### config.mk
export PLATFORM = sky130hd
export DESIGN_NAME = lcg_jump_modular_core
export DESIGN_NICKNAME = d
export VERILOG_FILES = /design/src/rtl/core/lcgj_pkg.sv /design/src/rtl/core/lcgj_mulmod.sv /design/src/rtl/core/lcg_jump_modular_core.sv
export VERILOG_INCLUDE_DIRS = /design/src /design/src/rtl/core
export SDC_FILE = /design/constraint.sdc
export NUM_CORES = 2
export LEC_CHECK = 0
export ABC_AREA = 1
export BUFFER_PORTS_ARGS = -buffer_cell sky130_fd_sc_hd__clkbuf_2
export CAP_MARGIN = 20
export CORE_MARGIN = 5
export CORE_UTILIZATION = 55
export DETAILED_ROUTE_END_ITERATION = 10
export PLACE_DENSITY_LB_ADDON = 0.05
export RECOVER_POWER = 100
export SLEW_MARGIN = 40
export SYNTH_ARGS = -nofsm -noshare
export SYNTH_HDL_FRONTEND = slang
export SYNTH_SLANG_ARGS = --single-unit
### constraint.sdc
create_clock -name i_clk -period 21.4 [get_ports i_clk]
set_input_delay 1.07 -clock i_clk [delete_from_list [all_inputs] [get_ports i_clk]]
set_output_delay 1.07 -clock i_clk [all_outputs]
set_load 0.005 [all_outputs]
### src/rtl/core/lcg_jump_modular_core_assert.svh
// Assertion macros for the LCG jump-ahead core.
// Included by the top level; expects a clock and an active-low reset.
`ifndef LCG_JUMP_MODULAR_CORE_ASSERT_SVH
`define LCG_JUMP_MODULAR_CORE_ASSERT_SVH

// Same-cycle implication.
`define LCGJ_ASSERT_IMP(name, clk, rst_n, ante, cons, msg) \
    name: assert property (@(posedge clk) disable iff (!rst_n) (ante) |-> (cons)) \
        else $error(msg);

// Next-cycle implication.
`define LCGJ_ASSERT_NXT(name, clk, rst_n, ante, cons, msg) \
    name: assert property (@(posedge clk) disable iff (!rst_n) (ante) |=> (cons)) \
        else $error(msg);

`endif

### src/rtl/core/lcgj_pkg.sv
// Shared types and constants for the LCG jump-ahead core.
// No dependencies; imported by lcgj_mulmod and lcg_jump_modular_core.
`default_nettype none

package lcgj_pkg;

    localparam int unsigned LCGJ_DATA_W     = 64;
    localparam int unsigned LCGJ_STEP_W     = 32;
    localparam int unsigned LCGJ_CFG_IDX_W  = 2;
    localparam int unsigned LCGJ_COUNT_BITS = 32;

    localparam logic [LCGJ_DATA_W-1:0] LCGJ_MOD_RESET = 64'd2147483647;
    localparam logic [LCGJ_DATA_W-1:0] LCGJ_MUL_RESET = 64'd1103515245;
    localparam logic [LCGJ_DATA_W-1:0] LCGJ_INC_RESET = 64'd12345;

    typedef enum logic [LCGJ_CFG_IDX_W-1:0] {
        CFG_MODULUS    = 2'd0,
        CFG_MULTIPLIER = 2'd1,
        CFG_INCREMENT  = 2'd2
    } t_cfg_idx;

    typedef enum logic {
        MM_MUL = 1'b0,
        MM_ADD = 1'b1
    } t_mm_op;

    typedef struct packed {
        logic   valid;
        t_mm_op op;
    } t_mm_req;

endpackage

`default_nettype wire

### src/rtl/core/lcgj_mulmod.sv
// Bit-serial modular multiply (x*y mod m, y taken a bit at a time: a doubling step
// then a conditional add step per bit) and registered modular add. Depends on lcgj_pkg.
`default_nettype none

module lcgj_mulmod
    import lcgj_pkg::*;
(
    input  logic                   i_clk,
    input  logic                   i_rst_n,
    input  t_mm_req                i_req,
    input  logic [LCGJ_DATA_W-1:0] i_x,
    input  logic [LCGJ_DATA_W-1:0] i_y,
    input  logic [LCGJ_DATA_W-1:0] i_m,
    output logic                   o_done,
    output logic [LCGJ_DATA_W-1:0] o_result
);

    localparam int unsigned W     = LCGJ_DATA_W;
    localparam int unsigned CNT_W = $clog2(LCGJ_DATA_W);

    logic [W-1:0]     r_acc;
    logic [W-1:0]     r_x;
    logic [W-1:0]     r_y;
    logic [CNT_W-1:0] r_cnt;
    logic             r_phase;
    logic             r_active;
    logic             r_done;

    logic [W-1:0] w_u;
    logic [W-1:0] w_v;
    logic [W:0]   w_sum;
    logic [W:0]   w_diff;
    logic [W-1:0] w_mod;

    // Operand select for the shared add-and-reduce; operands are below m.
    always_comb begin
        priority if (i_req.valid && (i_req.op == MM_ADD)) begin
            w_u = i_x;
            w_v = i_y;
        end else if (!r_phase) begin
            w_u = r_acc;
            w_v = r_acc;
        end else begin
            w_u = r_acc;
            w_v = r_x;
        end
    end

    assign w_sum  = {1'b0, w_u} + {1'b0, w_v};
    assign w_diff = w_sum - {1'b0, i_m};
    assign w_mod  = (w_sum >= {1'b0, i_m}) ? w_diff[W-1:0] : w_sum[W-1:0];

    always_ff @(posedge i_clk) begin
        if (!i_rst_n) begin
            r_active <= 1'b0;
            r_done   <= 1'b0;
            r_phase  <= 1'b0;
        end else begin
            r_done <= 1'b0;
            if (i_req.valid) begin
                unique case (i_req.op)
                    MM_MUL: begin
                        r_acc    <= '0;
                        r_x      <= i_x;
                        r_y      <= i_y;
                        r_cnt    <= '0;
                        r_phase  <= 1'b0;
                        r_active <= 1'b1;
                    end
                    MM_ADD: begin
                        r_acc  <= w_mod;
                        r_done <= 1'b1;
                    end
                    default: begin
                        r_active <= 1'b0;
                    end
                endcase
            end else if (r_active) begin
                if (!r_phase) begin
                    // double the accumulator
                    r_acc   <= w_mod;
                    r_phase <= 1'b1;
                end else begin
                    // add x where the current bit of y is set, then shift y
                    if (r_y[W-1]) begin
                        r_acc <= w_mod;
                    end
                    r_y     <= {r_y[W-2:0], 1'b0};
                    r_cnt   <= r_cnt + 1'b1;
                    r_phase <= 1'b0;
                    if (r_cnt == CNT_W'(W - 1)) begin
                        r_active <= 1'b0;
                        r_done   <= 1'b1;
                    end
                end
            end
        end
    end

    assign o_done   = r_done;
    assign o_result = r_acc;

endmodule

`default_nettype wire

### src/rtl/core/lcg_jump_modular_core.sv
// LCG jump-ahead core: r = (a*r + b) mod m applied step_count times to seed mod m.
// Command channel: an item transfers at a clock edge where start is high and busy
// is low; i_seed_value and i_step_count are sampled then. busy stays high until
// the result is out. The result appears on o_final_value for one cycle, marked by
// o_valid; the receiver cannot stall, so it must take it in that cycle. busy drops
// on the same edge that raises o_valid, so the next item may start right after.
// Configuration: i_cfg_we writes i_cfg_wdata to register i_cfg_index at the clock
// edge (0 modulus, 1 multiplier, 2 increment); a zero modulus write is dropped.
// Write only while busy is low.
// Operation: all arithmetic runs through one bit-serial modular multiplier that takes
// its second operand one bit at a time and also does the modular adds. An item first
// reduces seed, a and b mod m, then squares the affine map (a multiply, an add and a
// multiply) for every bit of the count below its top set bit, and applies it (a
// multiply and an add) for each set bit; a zero count gives the reduced seed.
// Reset restores the default registers (m=2147483647, a=1103515245, b=12345) and
// returns the core to idle with no result pending.
`default_nettype none

module lcg_jump_modular_core
    import lcgj_pkg::*;
#(
    parameter int unsigned COUNT_BITS = LCGJ_COUNT_BITS
) (
    input  logic                      i_clk,
    input  logic                      i_rst_n,
    input  logic                      i_cfg_we,
    input  logic [LCGJ_CFG_IDX_W-1:0] i_cfg_index,
    input  logic [LCGJ_DATA_W-1:0]    i_cfg_wdata,
    input  logic                      start,
    input  logic [LCGJ_DATA_W-1:0]    i_seed_value,
    input  logic [LCGJ_STEP_W-1:0]    i_step_count,
    output logic                      busy,
    output logic                      o_valid,
    output logic [LCGJ_DATA_W-1:0]    o_final_value
);

    localparam int unsigned W   = LCGJ_DATA_W;
    localparam int unsigned N_W = (COUNT_BITS < LCGJ_STEP_W) ? COUNT_BITS : LCGJ_STEP_W;

    typedef enum logic [3:0] {
        S_IDLE,
        S_RED_SEED,
        S_RED_MUL,
        S_RED_INC,
        S_STEP,
        S_APPLY_MUL,
        S_APPLY_ADD,
        S_CROSS_MUL,
        S_CROSS_ADD,
        S_SQUARE
    } t_state;

    logic [W-1:0] r_modulus;
    logic [W-1:0] r_multiplier;
    logic [W-1:0] r_increment;

    t_state       r_state;
    logic [W-1:0] r_r;
    logic [W-1:0] r_ma;
    logic [W-1:0] r_mb;
    logic [N_W-1:0] r_n;
    t_mm_req      r_req;
    logic [W-1:0] r_op_x;
    logic [W-1:0] r_op_y;

    logic         mm_done;
    logic [W-1:0] mm_result;

    always_ff @(posedge i_clk) begin
        if (!i_rst_n) begin
            r_modulus    <= LCGJ_MOD_RESET;
            r_multiplier <= LCGJ_MUL_RESET;
            r_increment  <= LCGJ_INC_RESET;
        end else if (i_cfg_we) begin
            unique case (i_cfg_index)
                CFG_MODULUS: begin
                    if (i_cfg_wdata != '0) begin
                        r_modulus <= i_cfg_wdata;
                    end
                end
                CFG_MULTIPLIER: r_multiplier <= i_cfg_wdata;
                CFG_INCREMENT:  r_increment  <= i_cfg_wdata;
                default: begin
                    r_modulus <= r_modulus;
                end
            endcase
        end
    end

    lcgj_mulmod u_mulmod (
        .i_clk    (i_clk),
        .i_rst_n  (i_rst_n),
        .i_req    (r_req),
        .i_x      (r_op_x),
        .i_y      (r_op_y),
        .i_m      (r_modulus),
        .o_done   (mm_done),
        .o_result (mm_result)
    );

    // Sequencer: reduce the inputs, then walk the count LSB first, applying the
    // affine map where the bit is set and squaring it for the next position.
    always_ff @(posedge i_clk) begin
        if (!i_rst_n) begin
            r_state <= S_IDLE;
            busy    <= 1'b0;
            o_valid <= 1'b0;
            r_req   <= '{valid: 1'b0, op: MM_MUL};
        end else begin
            o_valid     <= 1'b0;
            r_req.valid <= 1'b0;
            unique case (r_state)
                S_IDLE: begin
                    if (start) begin
                        // seed mod m as 1 * seed mod m
                        r_op_x  <= W'(1);
                        r_op_y  <= i_seed_value;
                        r_req   <= '{valid: 1'b1, op: MM_MUL};
                        r_n     <= i_step_count[N_W-1:0];
                        busy    <= 1'b1;
                        r_state <= S_RED_SEED;
                    end
                end
                S_RED_SEED: begin
                    if (mm_done) begin
                        r_r     <= mm_result;
                        r_op_x  <= W'(1);
                        r_op_y  <= r_multiplier;
                        r_req   <= '{valid: 1'b1, op: MM_MUL};
                        r_state <= S_RED_MUL;
                    end
                end
                S_RED_MUL: begin
                    if (mm_done) begin
                        r_ma    <= mm_result;
                        r_op_x  <= W'(1);
                        r_op_y  <= r_increment;
                        r_req   <= '{valid: 1'b1, op: MM_MUL};
                        r_state <= S_RED_INC;
                    end
                end
                S_RED_INC: begin
                    if (mm_done) begin
                        r_mb    <= mm_result;
                        r_state <= S_STEP;
                    end
                end
                S_STEP: begin
                    if (r_n == '0) begin
                        o_final_value <= r_r;
                        o_valid       <= 1'b1;
                        busy          <= 1'b0;
                        r_state       <= S_IDLE;
                    end else if (r_n[0]) begin
                        r_op_x  <= r_ma;
                        r_op_y  <= r_r;
                        r_req   <= '{valid: 1'b1, op: MM_MUL};
                        r_state <= S_APPLY_MUL;
                    end else begin
                        r_op_x  <= r_ma;
                        r_op_y  <= r_mb;
                        r_req   <= '{valid: 1'b1, op: MM_MUL};
                        r_state <= S_CROSS_MUL;
                    end
                end
                S_APPLY_MUL: begin
                    if (mm_done) begin
                        r_op_x  <= mm_result;
                        r_op_y  <= r_mb;
                        r_req   <= '{valid: 1'b1, op: MM_ADD};
                        r_state <= S_APPLY_ADD;
                    end
                end
                S_APPLY_ADD: begin
                    if (mm_done) begin
                        r_r <= mm_result;
                        if ((r_n >> 1) == '0) begin
                            // no higher bits: skip squaring the map
                            o_final_value <= mm_result;
                            o_valid       <= 1'b1;
                            busy          <= 1'b0;
                            r_state       <= S_IDLE;
                        end else begin
                            r_op_x  <= r_ma;
                            r_op_y  <= r_mb;
                            r_req   <= '{valid: 1'b1, op: MM_MUL};
                            r_state <= S_CROSS_MUL;
                        end
                    end
                end
                S_CROSS_MUL: begin
                    if (mm_done) begin
                        r_op_x  <= mm_result;
                        r_op_y  <= r_mb;
                        r_req   <= '{valid: 1'b1, op: MM_ADD};
                        r_state <= S_CROSS_ADD;
                    end
                end
                S_CROSS_ADD: begin
                    if (mm_done) begin
                        // b' = a*b + b uses the old a; square a afterwards
                        r_mb    <= mm_result;
                        r_op_x  <= r_ma;
                        r_op_y  <= r_ma;
                        r_req   <= '{valid: 1'b1, op: MM_MUL};
                        r_state <= S_SQUARE;
                    end
                end
                S_SQUARE: begin
                    if (mm_done) begin
                        r_ma    <= mm_result;
                        r_n     <= r_n >> 1;
                        r_state <= S_STEP;
                    end
                end
                default: begin
                    busy    <= 1'b0;
                    r_state <= S_IDLE;
                end
            endcase
        end
    end

`include "lcg_jump_modular_core_assert.svh"

    `LCGJ_ASSERT_NXT(a_start_sets_busy, i_clk, i_rst_n, start && !busy, busy,
                     "accepted item did not raise busy")
    `LCGJ_ASSERT_IMP(a_valid_when_idle, i_clk, i_rst_n, o_valid,
                     !busy && (r_state == S_IDLE), "result strobe while busy")
    `LCGJ_ASSERT_NXT(a_single_strobe, i_clk, i_rst_n, o_valid, !o_valid,
                     "result strobe longer than one cycle")
    `LCGJ_ASSERT_IMP(a_idle_no_request, i_clk, i_rst_n, r_state == S_IDLE,
                     !r_req.valid || busy == 1'b0, "multiplier request while idle")

endmodule

`default_nettype wire
# --- Word-level counts from Yosys, hierarchy flattened ---
# Cells that the tools add are included.
totals:
  ff_bits: 817
  output_inout_bits: 66
  word_cells: 179
op_classes:
  addsub: 3
  magnitude_cmp: 1
  eq_ne: 30
  mux: 83
  bitwise_logic: 2
  reduce_logical: 38
ops:
  columns: ["cell", "n"]
  rows:
  - ["64-bit two-way mux", 30]
  - ["64-bit case mux with 7 select lines", 1]
  - ["64-bit case mux with 6 select lines", 1]
  - ["64-bit case mux with 2 select lines", 2]
  - ["64-bit by 64-bit adder with 65-bit output", 1]
  - ["65-bit by 64-bit greater-or-equal comparator with 1-bit output", 1]
  - ["32-bit zero test", 2]
  - ["32-bit two-way mux", 2]
  - ["32-bit case mux with 2 select lines", 1]
  - ["64-bit nonzero test", 1]
  - ["64-bit subtractor", 1]
  - ["4-bit case mux with 9 select lines", 1]
  - ["4-bit two-way mux", 8]
  - ["6-bit two-way mux", 4]
  - ["2-bit by 1-bit inequality test with 1-bit output, second input constant", 11]
  - ["1-bit two-way mux", 21]
  - ["3-bit AND reduction", 6]
  - ["4-bit by 3-bit == test with 1-bit output, second input constant", 4]
  - ["2-bit two-way mux", 7]
  - ["2-bit inequality test, second input constant", 6]
  - ["2-bit OR reduction", 6]
  - ["2-bit case mux with 5 select lines", 1]
  - ["10-bit AND reduction", 1]
  - ["5-bit AND reduction", 2]
  - ["26 further kinds", 36]

# --- Depth between registers and ports, before layout ---
logic_depth:
  word_depth: 9
  mapped_depth: 38

# --- Hierarchy ---
# Synthesis repeated with hierarchy kept, for this count alone.
unflattened:
  cells_unflattened: 6132
  area_unflattened_um2: 46981.3
by_module_without_submodules:
  columns: ["mod", "instances", "cells_each", "area_each_um2", "seq_area_each_um2"]
  rows:
  - ["lcg_jump_modular_core", 1, 2532, 25177.9, 16495.8]
  - ["lcgj_mulmod", 1, 3600, 21803.4, 6005.8]

# --- Worst setup path after synthesis ---
# No wires, ideal clock.
synth_timing:
  kind: "input-to-reg"
  start: "input port i_rst_n"
  end: "register u_mulmod.r_cnt[0], enable pin"
  arrival_time_ps: 6882
  path_slack_ps: 13916
  path_stages: 4
  cell_sequence: "clkbuf_1 -> clkbuf_1 -> inv_1 -> a211oi_1"
synth_via:
  elab_chain_cells: 1
synth_rtl:
  columns: ["item", "line", "source"]
  rows:
  - ["start, declared", "lcg_jump_modular_core.sv:25", "input logic i_rst_n,"]
  - ["4-bit AND reduction (no source line)", null, null]
  - ["end signal, assigned", "lcgj_mulmod.sv:89", "r_cnt <= r_cnt + 1'b1;"]
  - ["end, declared", "lcgj_mulmod.sv:24", "logic [CNT_W-1:0] r_cnt;"]
# No other way between the ends.
# A chain may end at the register's enable or synchronous reset.

# --- Worst setup path in the final report ---
layout_timing:
  start: "register u_mulmod.r_phase"
  end: "register u_mulmod.r_acc[49] (netlist: u_mulmod.o_result[49]), data pin"
layout_via:
  elab_chain_cells: 9
  word_cells_on_any_way: 11
layout_rtl:
  columns: ["item", "line", "source"]
  rows:
  - ["start, declared", "lcgj_mulmod.sv:25", "logic r_phase;"]
  - ["start signal, assigned", "lcgj_mulmod.sv:57", "r_phase <= 1'b0;"]
  - ["start signal, assigned", "lcgj_mulmod.sv:67", "r_phase <= 1'b0;"]
  - ["start signal, assigned", "lcgj_mulmod.sv:82", "r_phase <= 1'b1;"]
  - ["64-bit two-way mux", "lcgj_mulmod.sv:40", "end else if (!r_phase) begin"]
  - ["64-bit two-way mux", "lcgj_mulmod.sv:37", "priority if (i_req.valid && (i_req.op == MM_ADD)) begin"]
  - ["64-bit by 64-bit adder with 65-bit output", "lcgj_mulmod.sv:49", "assign w_sum = {1'b0, w_u} + {1'b0, w_v};"]
  - ["64-bit subtractor / 65-bit by 64-bit greater-or-equal comparator with 1-bit output (equally long branches)", "lcgj_mulmod.sv:50, lcgj_mulmod.sv:51", null]
  - ["64-bit two-way mux", "lcgj_mulmod.sv:51", "assign w_mod = (w_sum >= {1'b0, i_m}) ? w_diff[W-1:0] : w_sum[W-1:0];"]
  - ["64-bit two-way mux", "lcgj_mulmod.sv:85", "if (r_y[W-1]) begin"]
  - ["64-bit two-way mux", "lcgj_mulmod.sv:79", "if (!r_phase) begin"]
  - ["64-bit two-way mux", "lcgj_mulmod.sv:78", "end else if (r_active) begin"]
  - ["64-bit two-way mux (*)", "lcgj_mulmod.sv:60", "if (i_req.valid) begin"]
  - ["end signal, assigned", "lcgj_mulmod.sv:71", "r_acc <= w_mod;"]
  - ["end signal, assigned", "lcgj_mulmod.sv:81", "r_acc <= w_mod;"]
  - ["end signal, assigned", "lcgj_mulmod.sv:86", "r_acc <= w_mod;"]
  - ["end, declared", "lcgj_mulmod.sv:21", "logic [W-1:0] r_acc;"]
# Mark *: on every way between the ends. The rest lies on a longest branch, timed or not. The select of a mux whose other input is x is not followed.

==> results.ini <==
[run_status]
status=complete, but fails checks
violations_in_the_final_reports=max-capacitance violations, max-slew violations

[critical_path]
crit_type=register to register
critical_path_most_common_cell=nand2_1
end_kind=register
critical_path.max_fanout=71
crit_family=buffers and inverters
cp_slowest_stage_delay_ns=2.42
critical_path.startpoint_type=register
cp_num_buf_inv=6
crit_reg_reg_startpoint=u_mulmod.r_phase
worst-r2r-setup-slack_ns=9.37
worst_setup_path_startpoint=u_mulmod.r_phase
critical-path-slowest-cell=clkbuf_1
worst_ep_arrival_time_ns=12.42
worst_ep_required_time_ns=21.79

[layout]
fillers=7422
flow.area_growth_from_synthesis_pct=10.5
layout-drive-gt1-share=0.0646
nets=6227
finalInstanceArea_um2=50400

[synth]
syn_nets=6085
yosysWarnings=0
synth_top_area_share=0.404
synth_enable_flop_cells=614
synth_cell_types=46
netlist_instances=5788
predominant_post_synthesis_flop_cell=edfxtp_1
netlist.top_cell.by_area=edfxtp_1
syn_area_per_cell_um2=7.88
synth_area_um2=45600
top_cells_by_area_synth=edfxtp_1 (40%), nand2_1 (12%), dfxtp_1 (8.9%)
synth-seq-area-share=0.493
synth_seq_cells=817
synthArstFlopShare=0

[placement]
routabilityCongestion=1.05
hpwl_mm=132
io_buffer_count=231
dpl-instance-area_um2=47900

[timing]
worst-slew-pin-transition_ns=5.11
setup_viol_count_final=0
final.setup_skew_ns=0.0282
rsz0062_at_grt=false
finalHoldViolCount=0
period_minus_slack_ns=12.03
final_min_period_over_clock_period=0.562
slew_viol_final=1565
max_slew_margin=-2.41
fmaxAchievable_mhz=83.2
setup_tns_ns=0

[hold_path]
hold_path_startpoint=r_op_x[55]
holdCritPathClass=register to register

[global_routing]
grt_antenna_before_repair=6
groute.usage.overall=0.377
grt_start_max_net_pins=120
grt_pass1_vias=39400
grt_pass1_wl_mm=254
grt-ovfl-total=0

[detailed_routing]
detailed_route_wire_length_mm=174
drcViolationCount=0
vias=42500
antenna_left=0
firstDrtPassIters=6
vias_per_cell=6.00
detail_route.wl_per_cell_um=24.6
detail_route.iter0.violations=6007

[cts]
cts_htree_levels=3
clkSlewWorstSetupHoldPaths_ns=0.07
tritoncts_clock_tree=built
cts.sinks=817
worstSkewPairLatency_ns=0.67
clock-root-buffer=clkbuf_16
cts_resized=0
numCtsBuffers=87
post-cts-setup-buffers=0
clock_path_buffers=3
cts_hold_buffers=0

[die]
fp.coreArea_um2=82200
die_height_um=298
boundaryPins=232
start_util=0.555
horiz_die_dim_um=298
floorplan.rows=105
die_outline_area_um2=88800

[run]
maxCapViolations=38

Yosys cell counts, types with 18 or more instances:
| cell type | count |
|---|---|
| a21oi_1 | 446 |
| a221oi_1 | 47 |
| buf_2 | 26 |
| clkbuf_1 | 193 |
| dfxtp_1 | 203 |
| edfxtp_1 | 614 |
| ha_1 | 129 |
| inv_1 | 809 |
| nand2_1 | 1455 |
| nand3_1 | 207 |
| nand3b_1 | 39 |
| nand4_1 | 30 |
| nor2_1 | 670 |
| nor3_1 | 89 |
| nor4_1 | 37 |
| o211ai_1 | 60 |
| o21ai_0 | 431 |
| o21bai_1 | 18 |
| o22ai_1 | 125 |
| xnor2_1 | 24 |
| xor2_1 | 43 |
cell usage in the layout, fill, tap and decap left out, types with 7 or more instances in the layout:
| cell | count |
|---|---|
| clkinv_1 | 13 |
| dfxtp_1 | 203 |
| o211ai_1 | 60 |
| a221oi_1 | 47 |
| nor2_1 | 664 |
| ha_1 | 129 |
| o21ai_0 | 432 |
| clkbuf_1 | 101 |
| nor4_1 | 36 |
| xnor2_1 | 24 |
| a21oi_1 | 445 |
| buf_4 | 16 |
| clkinv_2 | 14 |
| nor3_1 | 89 |
| nand3b_1 | 39 |
| inv_1 | 811 |
| clkbuf_2 | 186 |
| edfxtp_1 | 614 |
| nor2_4 | 9 |
| clkbuf_8 | 7 |
| o21bai_1 | 18 |
| o22ai_1 | 125 |
| clkbuf_16 | 89 |
| xor2_1 | 43 |
| nand4_1 | 30 |
| nand2_2 | 7 |
| nand2_1 | 1455 |
| nand3_1 | 207 |
area by class of cell:
type,count,area [um^2],area share
Sequential cell,817,22500,0.446
Multi-Input combinational cell,3907,19100,0.378
Inverter,822,3090,0.0613
Clock buffer,114,2390,0.0474
Timing Repair Buffer,295,1500,0.0298
Tap cell,1070,1340,0.0265
Clock inverter,48,513,0.0102
Antenna cell,6,15.0,0.000298
worst reg2reg max path: cells and delay by family, from the launching register on:
family	cells	cell delay [ns]
flip-flops	1	0.40
buffers and inverters	6	5.84
adder cells (fa/ha/maj)	2	0.74
AND/OR/NAND/NOR	16	3.51
AO/OA/AOI/OAI	4	0.96
XOR/XNOR	1	0.32
stage by stage:
stage                     hold WS (ns)  std cells  worst slack, ns   util
after global routing             0.455       7073             8.76  0.613
after floorplan                  0.427       5788            13.92      -
final                            0.447       7079             9.37  0.613
after global placement           0.430       6899            13.33  0.580
after detailed placement         0.436       6909            13.32  0.582
after CTS                        0.450       7071            13.28  0.617
per-layer routing:
metal,routed length [um],vias to the layer above,part of all wire,global-route usage
met5,7,-,0.000040,0
met2,74600,2665,0.43,0.566
li1,-,19500,-,-
met1,72700,20000,0.42,0.557
met3,21500,312,0.12,0.0830
met4,5190,2,0.030,0.102
registers in the layout (all words and copies together) (netlist names):
name               count
o_final_value         64
r_op_y                64
r_req                  2
r_multiplier          64
u_mulmod.r_cnt         6
u_mulmod.r_active      1
o_valid                1
r_modulus             64
r_op_x                64
u_mulmod.o_result     64
u_mulmod.r_x          64
u_mulmod.r_phase       1
busy                   1
u_mulmod.r_y          64
r_ma                  64
r_increment           64
r_mb                  64
r_state                4
u_mulmod.o_done        1
r_r                   64
r_n                   32
cell families after synthesis:
family                     synth area share
buffers and inverters                0.0907
DFF                                   0.493
adders and majority gates            0.0363
and+or+nand+nor                       0.228
AOI/OAI and AO/OA                     0.139
xor gates and xnor gates             0.0129
path summary, 6_finish.rpt:
path / to / depth (start not counted)
worst max register to register: u_mulmod.o_result[49] / 29
worst max-delay path: u_mulmod.o_result[49] / 29
worst min-delay path: u_mulmod.r_x[55] / 0
worst min register to register: u_mulmod.r_x[55] / 0
Power is left out: the tool's default activity adds up to more than one toggle a clock period on the data nets, which glitch-free logic cannot reach.
